## config.mk

```make
export PLATFORM = sky130hd
export DESIGN_NAME = spwa_cfg_regs
export DESIGN_NICKNAME = d
export VERILOG_FILES = /design/src/sv/superpixel_window_assign_macros.svh /design/src/sv/spwa_pkg.sv /design/src/sv/spwa_cfg_regs.sv
export SDC_FILE = /design/constraint.sdc
export NUM_CORES = 1
export LEC_CHECK = 0
export BUFFER_PORTS_ARGS = -buffer_cell sky130_fd_sc_hd__buf_2
export CAP_MARGIN = 20
export CORE_MARGIN = 10
export CORE_UTILIZATION = 30
export DETAILED_ROUTE_END_ITERATION = 10
export SYNTH_ARGS = -nofsm -noshare
export SYNTH_HDL_FRONTEND = slang
export SYNTH_SLANG_ARGS = --single-unit
```

## constraint.sdc

```tcl
create_clock -name clk_i -period 1.46 [get_ports clk_i]
set_input_delay 0.146 -clock clk_i [delete_from_list [all_inputs] [get_ports clk_i]]
set_output_delay 0.146 -clock clk_i [all_outputs]
set_load 0.01 [all_outputs]
```

## src/sv/superpixel_window_assign_macros.svh

```systemverilog
// assertion helpers shared by the superpixel assignment block
`ifndef SUPERPIXEL_WINDOW_ASSIGN_MACROS_SVH
`define SUPERPIXEL_WINDOW_ASSIGN_MACROS_SVH

// same-cycle implication, checked out of reset
`define SPWA_ASSERT_IMP(lbl, pre, post, msg) \
  lbl: assert property (@(posedge clk_i) disable iff (!rst_ni) (pre) |-> (post)) \
    else $error(msg);

// next-cycle implication, checked out of reset
`define SPWA_ASSERT_NEXT(lbl, pre, post, msg) \
  lbl: assert property (@(posedge clk_i) disable iff (!rst_ni) (pre) |=> (post)) \
    else $error(msg);

`endif

```

## src/sv/spwa_pkg.sv

```systemverilog
`default_nettype none
package spwa_pkg;

  localparam int MaxWidth  = 512;
  localparam int MaxHeight = 512;
  localparam int MaxRadius = 64;

  localparam int StoreAw  = 18;
  localparam int CoordW   = 9;
  localparam int DimW     = 10;
  localparam int RadW     = 7;
  localparam int ShiftW   = 4;
  localparam int WeightAw = 8;
  localparam int KeyW     = 16;
  localparam int NumW     = 16;
  localparam int ColW     = 8;
  localparam int L1W      = 10;
  localparam int PaddrW   = 4;
  localparam int PdataW   = 32;

  localparam logic [KeyW+NumW-1:0] BestInit = 32'hFFFFFFFF;

  typedef enum logic [1:0] {
    FUNC_LOAD_PIXEL,
    FUNC_LOAD_WEIGHT,
    FUNC_SCAN,
    FUNC_READ
  } func_e;

  typedef enum logic [1:0] {
    REG_WIDTH,
    REG_HEIGHT,
    REG_RADIUS,
    REG_SHIFT
  } reg_e;

  typedef enum logic [2:0] {
    ST_CLEAR,
    ST_IDLE,
    ST_BOUNDS,
    ST_BASE,
    ST_SCAN,
    ST_DRAIN,
    ST_READ
  } state_e;

  // effective configuration, already clamped to the supported range
  typedef struct packed {
    logic [DimW-1:0]   width;
    logic [DimW-1:0]   height;
    logic [RadW-1:0]   radius;
    logic [ShiftW-1:0] shift;
  } cfg_t;

  function automatic logic [ColW-1:0] absdiff8(input logic [ColW-1:0] a,
                                               input logic [ColW-1:0] b);
    return (a > b) ? (a - b) : (b - a);
  endfunction

  function automatic logic [CoordW-1:0] absdiff9(input logic [CoordW-1:0] a,
                                                 input logic [CoordW-1:0] b);
    return (a > b) ? (a - b) : (b - a);
  endfunction

endpackage
`default_nettype wire

```

## src/sv/spwa_cfg_regs.sv

```systemverilog
`default_nettype none
module spwa_cfg_regs (
  input  wire logic                        clk_i,
  input  wire logic                        rst_ni,
  input  wire logic                        psel,
  input  wire logic                        penable,
  input  wire logic                        pwrite,
  input  wire logic [spwa_pkg::PaddrW-1:0] paddr,
  input  wire logic [spwa_pkg::PdataW-1:0] pwdata,
  output logic      [spwa_pkg::PdataW-1:0] prdata,
  output spwa_pkg::cfg_t                   cfg_o
);

  logic [spwa_pkg::DimW-1:0]   width_q, height_q;
  logic [spwa_pkg::RadW-1:0]   radius_q;
  logic [spwa_pkg::ShiftW-1:0] shift_q;
  logic                        wr_en;
  spwa_pkg::reg_e              reg_sel;

  assign wr_en   = psel & penable & pwrite;
  assign reg_sel = spwa_pkg::reg_e'(paddr[3:2]);

  always_ff @(posedge clk_i or negedge rst_ni) begin
    if (!rst_ni) begin
      width_q  <= spwa_pkg::DimW'(512);
      height_q <= spwa_pkg::DimW'(512);
      radius_q <= spwa_pkg::RadW'(16);
      shift_q  <= spwa_pkg::ShiftW'(7);
    end else if (wr_en) begin
      case (reg_sel)
        spwa_pkg::REG_WIDTH:  width_q  <= pwdata[spwa_pkg::DimW-1:0];
        spwa_pkg::REG_HEIGHT: height_q <= pwdata[spwa_pkg::DimW-1:0];
        spwa_pkg::REG_RADIUS: radius_q <= pwdata[spwa_pkg::RadW-1:0];
        spwa_pkg::REG_SHIFT:  shift_q  <= pwdata[spwa_pkg::ShiftW-1:0];
        default: ;
      endcase
    end
  end

  always_comb begin
    case (reg_sel)
      spwa_pkg::REG_WIDTH:  prdata = spwa_pkg::PdataW'(width_q);
      spwa_pkg::REG_HEIGHT: prdata = spwa_pkg::PdataW'(height_q);
      spwa_pkg::REG_RADIUS: prdata = spwa_pkg::PdataW'(radius_q);
      spwa_pkg::REG_SHIFT:  prdata = spwa_pkg::PdataW'(shift_q);
      default:              prdata = '0;
    endcase
  end

  // zero size acts as one, oversize acts as the maximum
  always_comb begin
    if (width_q == '0) cfg_o.width = spwa_pkg::DimW'(1);
    else if (width_q > spwa_pkg::DimW'(spwa_pkg::MaxWidth))
      cfg_o.width = spwa_pkg::DimW'(spwa_pkg::MaxWidth);
    else cfg_o.width = width_q;
    if (height_q == '0) cfg_o.height = spwa_pkg::DimW'(1);
    else if (height_q > spwa_pkg::DimW'(spwa_pkg::MaxHeight))
      cfg_o.height = spwa_pkg::DimW'(spwa_pkg::MaxHeight);
    else cfg_o.height = height_q;
    if (radius_q > spwa_pkg::RadW'(spwa_pkg::MaxRadius))
      cfg_o.radius = spwa_pkg::RadW'(spwa_pkg::MaxRadius);
    else cfg_o.radius = radius_q;
    cfg_o.shift = shift_q;
  end

endmodule
`default_nettype wire

```

==> results of run 1 <==
[layer usage]
metal | part of all wire, % | track usage [%]
met2 | 46 | 16.3
met4 | 1.1 | 3.31
met1 | 43 | 11.7
met3 | 10 | 5.81
met5 | 0 | 0
[worst max-delay path: cells and delay by family (launching register included)]
kind | cells | cell delay [ps]
flops | 1 | 380
buf+inv | 2 | 260
mux | 1 | 450
[state kept, by name, indices dropped and copies added (netlist names)]
| name | flops |
|---|---|
| height_q | 10 |
| width_q | 10 |
| radius_q | 7 |
| shift_q | 4 |
[cells in the mapped netlist]
master and n:
a21oi_1 2, and3_4 1, and3b_1 1, buf_2 1, buf_4 23, buf_6 4, clkbuf_1 5, conb_1 1
dfrtp_1 25, dfstp_2 6, mux2_1 4, mux2_4 27, mux2i_1 6, mux4_2 4, nand2_1 3, nand3_2 1
nand3b_1 1, nor2_1 5, nor2b_1 23, nor3b_2 1, nor4_1 4, o21ai_0 1, o21ai_1 2
[layout make-up]
cell class	instances	share of cell area, %
multi-input combinational	108	39.5
tap	75	3.76
clock buffer	8	4.01
timing repair buffer	83	21.3
sequential	31	31.5
[logic make-up (layout without fill, tap and decap cells)]
kind of cell | after synthesis | in the layout
AND/OR/NAND/NOR | 40 | 40
flip-flops | 31 | 31
multiplexers | 41 | 41
other | 1 | 22
buffers and inverters | 33 | 91
AO/OA/AOI/OAI | 5 | 5
[what timing repair did]
action	CTS	global route
hold endpoints to repair	25	0
hold buffers	1	0
pin swaps	3	2
setup endpoints to repair	5	8
buffers inserted	5	10
cloned	0	0
gates resized for setup	7	4
[metrics by stage]
| stage | hold WS [ps] | cell area [sq um] |
|---|---|---|
| 6_report | 122 | 2490 |
| 5_1_grt | 118 | 2490 |
| 4_1_cts | 113 | 2400 |
| 3_5_place_dp | -54.1 | 2210 |
| 3_3_place_gp | -54.9 | 2210 |
| 2_1_floorplan | -150 | 1980 |
[cells in the final DEF (no fill, tap or decap), drive strengths merged]
master	synthesis	layout
nor3b	1	1
clkbuf	5	8
nor2	5	5
mux2	31	31
o21ai	3	3
nand3b	1	1
dfrtp	25	25
nor4	4	4
a21oi	2	2
dlygate4sd3	0	1
and3b	1	1
nand3	1	1
and3	1	1
conb	1	22
nor2b	23	23
mux2i	6	6
dfstp	6	6
nand2	3	3
mux4	4	4
buf	28	82
[power by group]
group	total [uW]	internal (uW)	switching, uW
Clock	723	429	294
Combinational	1340	787	555
Sequential	1320	1090	225
[how the worst min path moves through the flow]
| stage | endpoint | slack [ps] | cells past startpoint |
|---|---|---|---|
| global placement | shift_q[3]$_DFFE_PN0P_ | -50 | 1 |
| floorplan | height_q[0]$_DFFE_PN0P_ | -150 | 0 |
| finish | width_q[8]$_DFFE_PN0P_ | 120 | 2 |
| CTS | width_q[8]$_DFFE_PN0P_ | 110 | 2 |
| global route | height_q[8]$_DFFE_PN0P_ | 120 | 2 |
| detailed placement | shift_q[3]$_DFFE_PN0P_ | -50 | 1 |
==> results.sh, run 1 <==
export IMPL_synth_xor_area_share_pct=0
export IMPL_io_buffer_count=57
export IMPL_dr_pass1_iters=4
export IMPL_areaGrowthSynthToFinish_pct=31.1
export IMPL_cp_end_kind="output pin"
export IMPL_synthCells=151
export IMPL_grt_max_degree=31
export IMPL_synth_distinct_cells=23
export IMPL_grt_pass1_wl_microns=8070
export IMPL_fin_nets=270
export IMPL_n_antenna_cell=0
export IMPL_drive_gt1_share_pct=58.3
export IMPL_clock_path_buffers=2
export IMPL_avgSynthCellArea_sq_um=12.6
export IMPL_drt_iter0_markers=48
export IMPL_r2r_start="width_q[1]$_DFFE_PN0P_"
export IMPL_layout_area_seq_sq_um=786
export IMPL_fmax_mhz=661
export IMPL_synth_simple_area_share_pct=13.1
export IMPL_antenna_found_initial=0
export IMPL_syn_area_sq_mm=0.00190
export IMPL_holdCritPathClass="primary input to flip-flop"
export IMPL_fillers=590
export IMPL_reg2reg_depth=3
export IMPL_pre_cts_ws_ps=38.2
export IMPL_core_sq_mm=0.00603
export IMPL_cp_arrival_ps=1370
export IMPL_fin_crit_sh_pct=104
export IMPL_wl_per_cell_microns=16.7
export IMPL_crit_fanout=2
export IMPL_rows=28
export IMPL_cts_tree="built"
export IMPL_dp_hpwl_microns=3870
export IMPL_cts_root_buf="clkbuf_8"
export IMPL_crit_path_top_delay_cell="mux4_2"
export IMPL_crit_required_ps=1310
export IMPL_final_max_slew_viol_count=0
export IMPL_fin_skew_ps=0
export IMPL_crit_start="width_q[1]$_DFFE_PN0P_"
export IMPL_maxCapViolCount=0
export IMPL_grt_pass1_vias=1536
export IMPL_slew_headroom_pct=64.5
export IMPL_ir_drop_uv=762
export IMPL_synth_area_leaders="dfrtp_1, mux2_4, buf_4"
export IMPL_tns_ps=-131
export IMPL_multi_input_area_sq_um=985
export IMPL_vias=1333
export IMPL_grt_ovfl_total=0
export IMPL_rsz0062_at_grt="true"
export IMPL_ctsHtreeMaxLevel=2
export IMPL_path_clk_slew_ps=60
export IMPL_critPathKind="flip-flop to output pin"
export IMPL_yosysTopAreaCell="dfrtp_1"
export IMPL_worstSetupEndpoint="prdata[1]"
export IMPL_yosys_area_top_type_share_pct=32.9
export IMPL_ys_ff_latch=31
export IMPL_fin_util_pct=41.4
export IMPL_r2r_setup_slack_ps=460
export IMPL_total_leakage_power_uw=0.00128
export IMPL_synthMuxAreaShare_pct=31.6
export IMPL_cp_slowest_stage_delay_ps=450
export IMPL_worst_slew_pin_slew_ps=533
export IMPL_die_area_sq_mm=0.00993
export IMPL_io_pins=104
export IMPL_hold_start="pwdata[8]"
export IMPL_start_util_pct=31.6
export IMPL_final_setup_worst_slack_ps=-53.8
export IMPL_fin_crit_ps=1510
export IMPL_ant_nets=0
export IMPL_cts_buffers=5
export IMPL_via_per_inst=4.37
export IMPL_wl_microns=5090
export IMPL_gp_congestion=0.764
export IMPL_track_usage_pct=10.4
export IMPL_crit_top_cell="buf_6"
export IMPL_cts_sinks=31
export IMPL_start_kind="flip-flop"
export IMPL_final_cells=305
export IMPL_die_h_microns=99.6
export IMPL_violations="negative setup slack"
export IMPL_hold_viol=0
export IMPL_ys_seq_area_share_pct=41.2
export IMPL_status="finished, violations left"
export IMPL_die_w_microns=99.6
export IMPL_p_total_uw=3380
export IMPL_yosysWarnings=0
export IMPL_power_density_mw_per_mm2=1360
export IMPL_synth_top_family_by_area="multiplexers"
export IMPL_drcViolationCount=0
export IMPL_setup_viol=5
export IMPL_insertion_delay_ps=270
export IMPL_synthAdderAreaFrac_pct=0
export IMPL_place_inst=281
export IMPL_r2r_end="width_q[1]$_DFFE_PN0P_"
export IMPL_synth_compound_area_share_pct=1.31
export IMPL_cp_cell_sequence="buf_6 -> mux4_2 -> buf_6"
No activity file was read; power rests on OpenSTA's default activity.
==> run 2: changes to the inputs <==
- TNS_END_PERCENT: default -> 50
- clock period: 1.46 -> 1.47 ns (I/O delays scaled with it)
==> results.sh, run 2 (synthesis results as in run 1) <==
export IMPL_status="finished, violations left"
export IMPL_violations="negative setup slack"
export IMPL_placed_cell_area_sq_mm=0.00220
export IMPL_die_w_microns=99.6
export IMPL_io_pins=104
export IMPL_rsz0062_at_grt="true"
export IMPL_grt_pass1_wl_microns=8440
export IMPL_r2r_setup_slack_ps=450
export IMPL_grt_ovfl_total=0
export IMPL_fin_nets=260
export IMPL_drcViolationCount=0
export IMPL_pre_cts_ws_ps=52.2
export IMPL_start_util_pct=31.6
export IMPL_final_cells=295
export IMPL_final_area_sq_mm=0.00239
export IMPL_final_setup_worst_slack_ps=-76.1
export IMPL_critPathKind="flip-flop to output pin"
export IMPL_final_cell_mix="buf_2, mux2_4, nor2b_1, dfrtp_1, conb_1"
export IMPL_via_per_inst=4.44
export IMPL_cp_end_kind="output pin"
export IMPL_gr_usage_met3_pct=5.95
export IMPL_crit_fanout=2
export IMPL_ir_drop_uv=812
export IMPL_fin_crit_ps=1550
export IMPL_place_inst=280
export IMPL_r2r_end="width_q[1]$_DFFE_PN0P_"
export IMPL_antenna_found_initial=0
export IMPL_r2r_start="width_q[1]$_DFFE_PN0P_"
export IMPL_wl_per_cell_microns=17.6
export IMPL_insertion_delay_ps=280
export IMPL_io_buffer_count=57
export IMPL_start_kind="flip-flop"
export IMPL_dp_hpwl_microns=3990
export IMPL_track_usage_pct=10.7
export IMPL_holdPathEnd="width_q[8]$_DFFE_PN0P_"
export IMPL_reg_top3="height_q: 10 flops, width_q: 10 flops, radius_q: 7 flops"
export IMPL_whs_path_depth=2
export IMPL_maxCapViolCount=0
export IMPL_cp_arrival_ps=1400
export IMPL_setup_viol=4
export IMPL_areaGrowthSynthToFinish_pct=25.4
export IMPL_gp_congestion=0.759
export IMPL_grtUsageMet2_pct=16.7
export IMPL_layout_commonest_cell="buf_2"
export IMPL_path_clk_slew_ps=60
export IMPL_slew_headroom_pct=66.2
export IMPL_core_sq_mm=0.00603
export IMPL_top_usage_layer="met2"
export IMPL_die_h_microns=99.6
export IMPL_total_leakage_power_uw=0.00121
export IMPL_clock_path_buffers=2
export IMPL_final_max_slew_viol_count=0
export IMPL_fin_skew_ps=0
export IMPL_grt_pass1_vias=1520
export IMPL_fmax_mhz=647
export IMPL_cts_sinks=31
export IMPL_hold_start="pwdata[8]"
export IMPL_grt_max_degree=31
export IMPL_met1_usage_pct=12.4
export IMPL_power_density_mw_per_mm2=1330
export IMPL_holdCritPathClass="primary input to flip-flop"
export IMPL_cts_buffers=5
export IMPL_die_area_sq_mm=0.00993
export IMPL_n_antenna_cell=0
export IMPL_vias=1310
export IMPL_cts_root_buf="clkbuf_8"
export IMPL_drt_iter0_markers=70
export IMPL_ant_nets=0
export IMPL_fin_crit_sh_pct=105
export IMPL_dr_pass1_iters=4
export IMPL_drive_gt1_share_pct=55.9
export IMPL_reg2reg_depth=3
export IMPL_cts_tree="built"
export IMPL_crit_required_ps=1320
export IMPL_hold_viol=0
export IMPL_wl_microns=5200
export IMPL_worst_slew_pin_slew_ps=506
export IMPL_ctsHtreeMaxLevel=2
export IMPL_rows=28
[run 2: how the worst max path moves through the flow]
stage / from / end / slack (ps) / depth (start not counted)
6_report: width_q[1]$_DFFE_PN0P_ / prdata[1] / -80 / 3
5_1_grt: height_q[6]$_DFFE_PN0P_ / cfg_o[11] / -160 / 4
4_1_cts: width_q[1]$_DFFE_PN0P_ / prdata[1] / -90 / 3
3_5_place_dp: pwrite / radius_q[6]$_DFFE_PN0P_ / 50 / 4
3_3_place_gp: pwrite / radius_q[0]$_DFFE_PN0P_ / 70 / 4
2_1_floorplan: height_q[9]$_DFFE_PN1P_ / prdata[9] / 260 / 3
[run 2: layout make-up]
type                            instances  area [sq um]
Fill cell                             602          3640
Multi-Input combinational cell        108           976
Sequential cell                        31           786
Timing Repair Buffer                   73           449
Tap cell                               75          93.8
Clock buffer                            7          76.3
Clock inverter                          1          5.00
[run 2: metrics by stage]
step                      power [uW]  TNS [ps]  utilization, %  hold slack (ps)
after global routing            3400      -614            39.6              108
after global placement          2410         0            36.5            -53.9
after CTS                       3200      -221            39.3              101
after floorplan                 2000         0               -             -149
final                           3170      -188            39.6              115
after detailed placement        2430         0            36.5            -53.1
[run 2: power breakdown]
part           internal, uW  switching (uW)  total (uW)  leakage [uW]
combinational           693             503        1200      0.000804
sequential             1090             248        1330      0.000367
clock                   332             310         642     0.0000422
total                  2110            1060        3170       0.00121
[run 2: timing repair]
| action | in CTS | in global routing |
|---|---|---|
| resized for setup | 7 | 3 |
| setup buffers | 5 | 1 |
| setup endpoints to repair | 5 | 7 |
| pin swaps | 3 | 2 |
| hold buffers | 1 | 0 |
| gates cloned | 0 | 0 |
| endpoints found under the hold margin | 25 | 0 |
[run 2: critical path: stages, from the launching register on]
cell and delay (ps):
dfrtp_1 410, buf_6 120, mux4_2 450, buf_6 140
[run 2: metal layers]
metal	vias to the layer above	routed length, microns
met3	7	571
met4	0	57
li1	605	-
met1	634	2120
met5	-	0
met2	64	2450
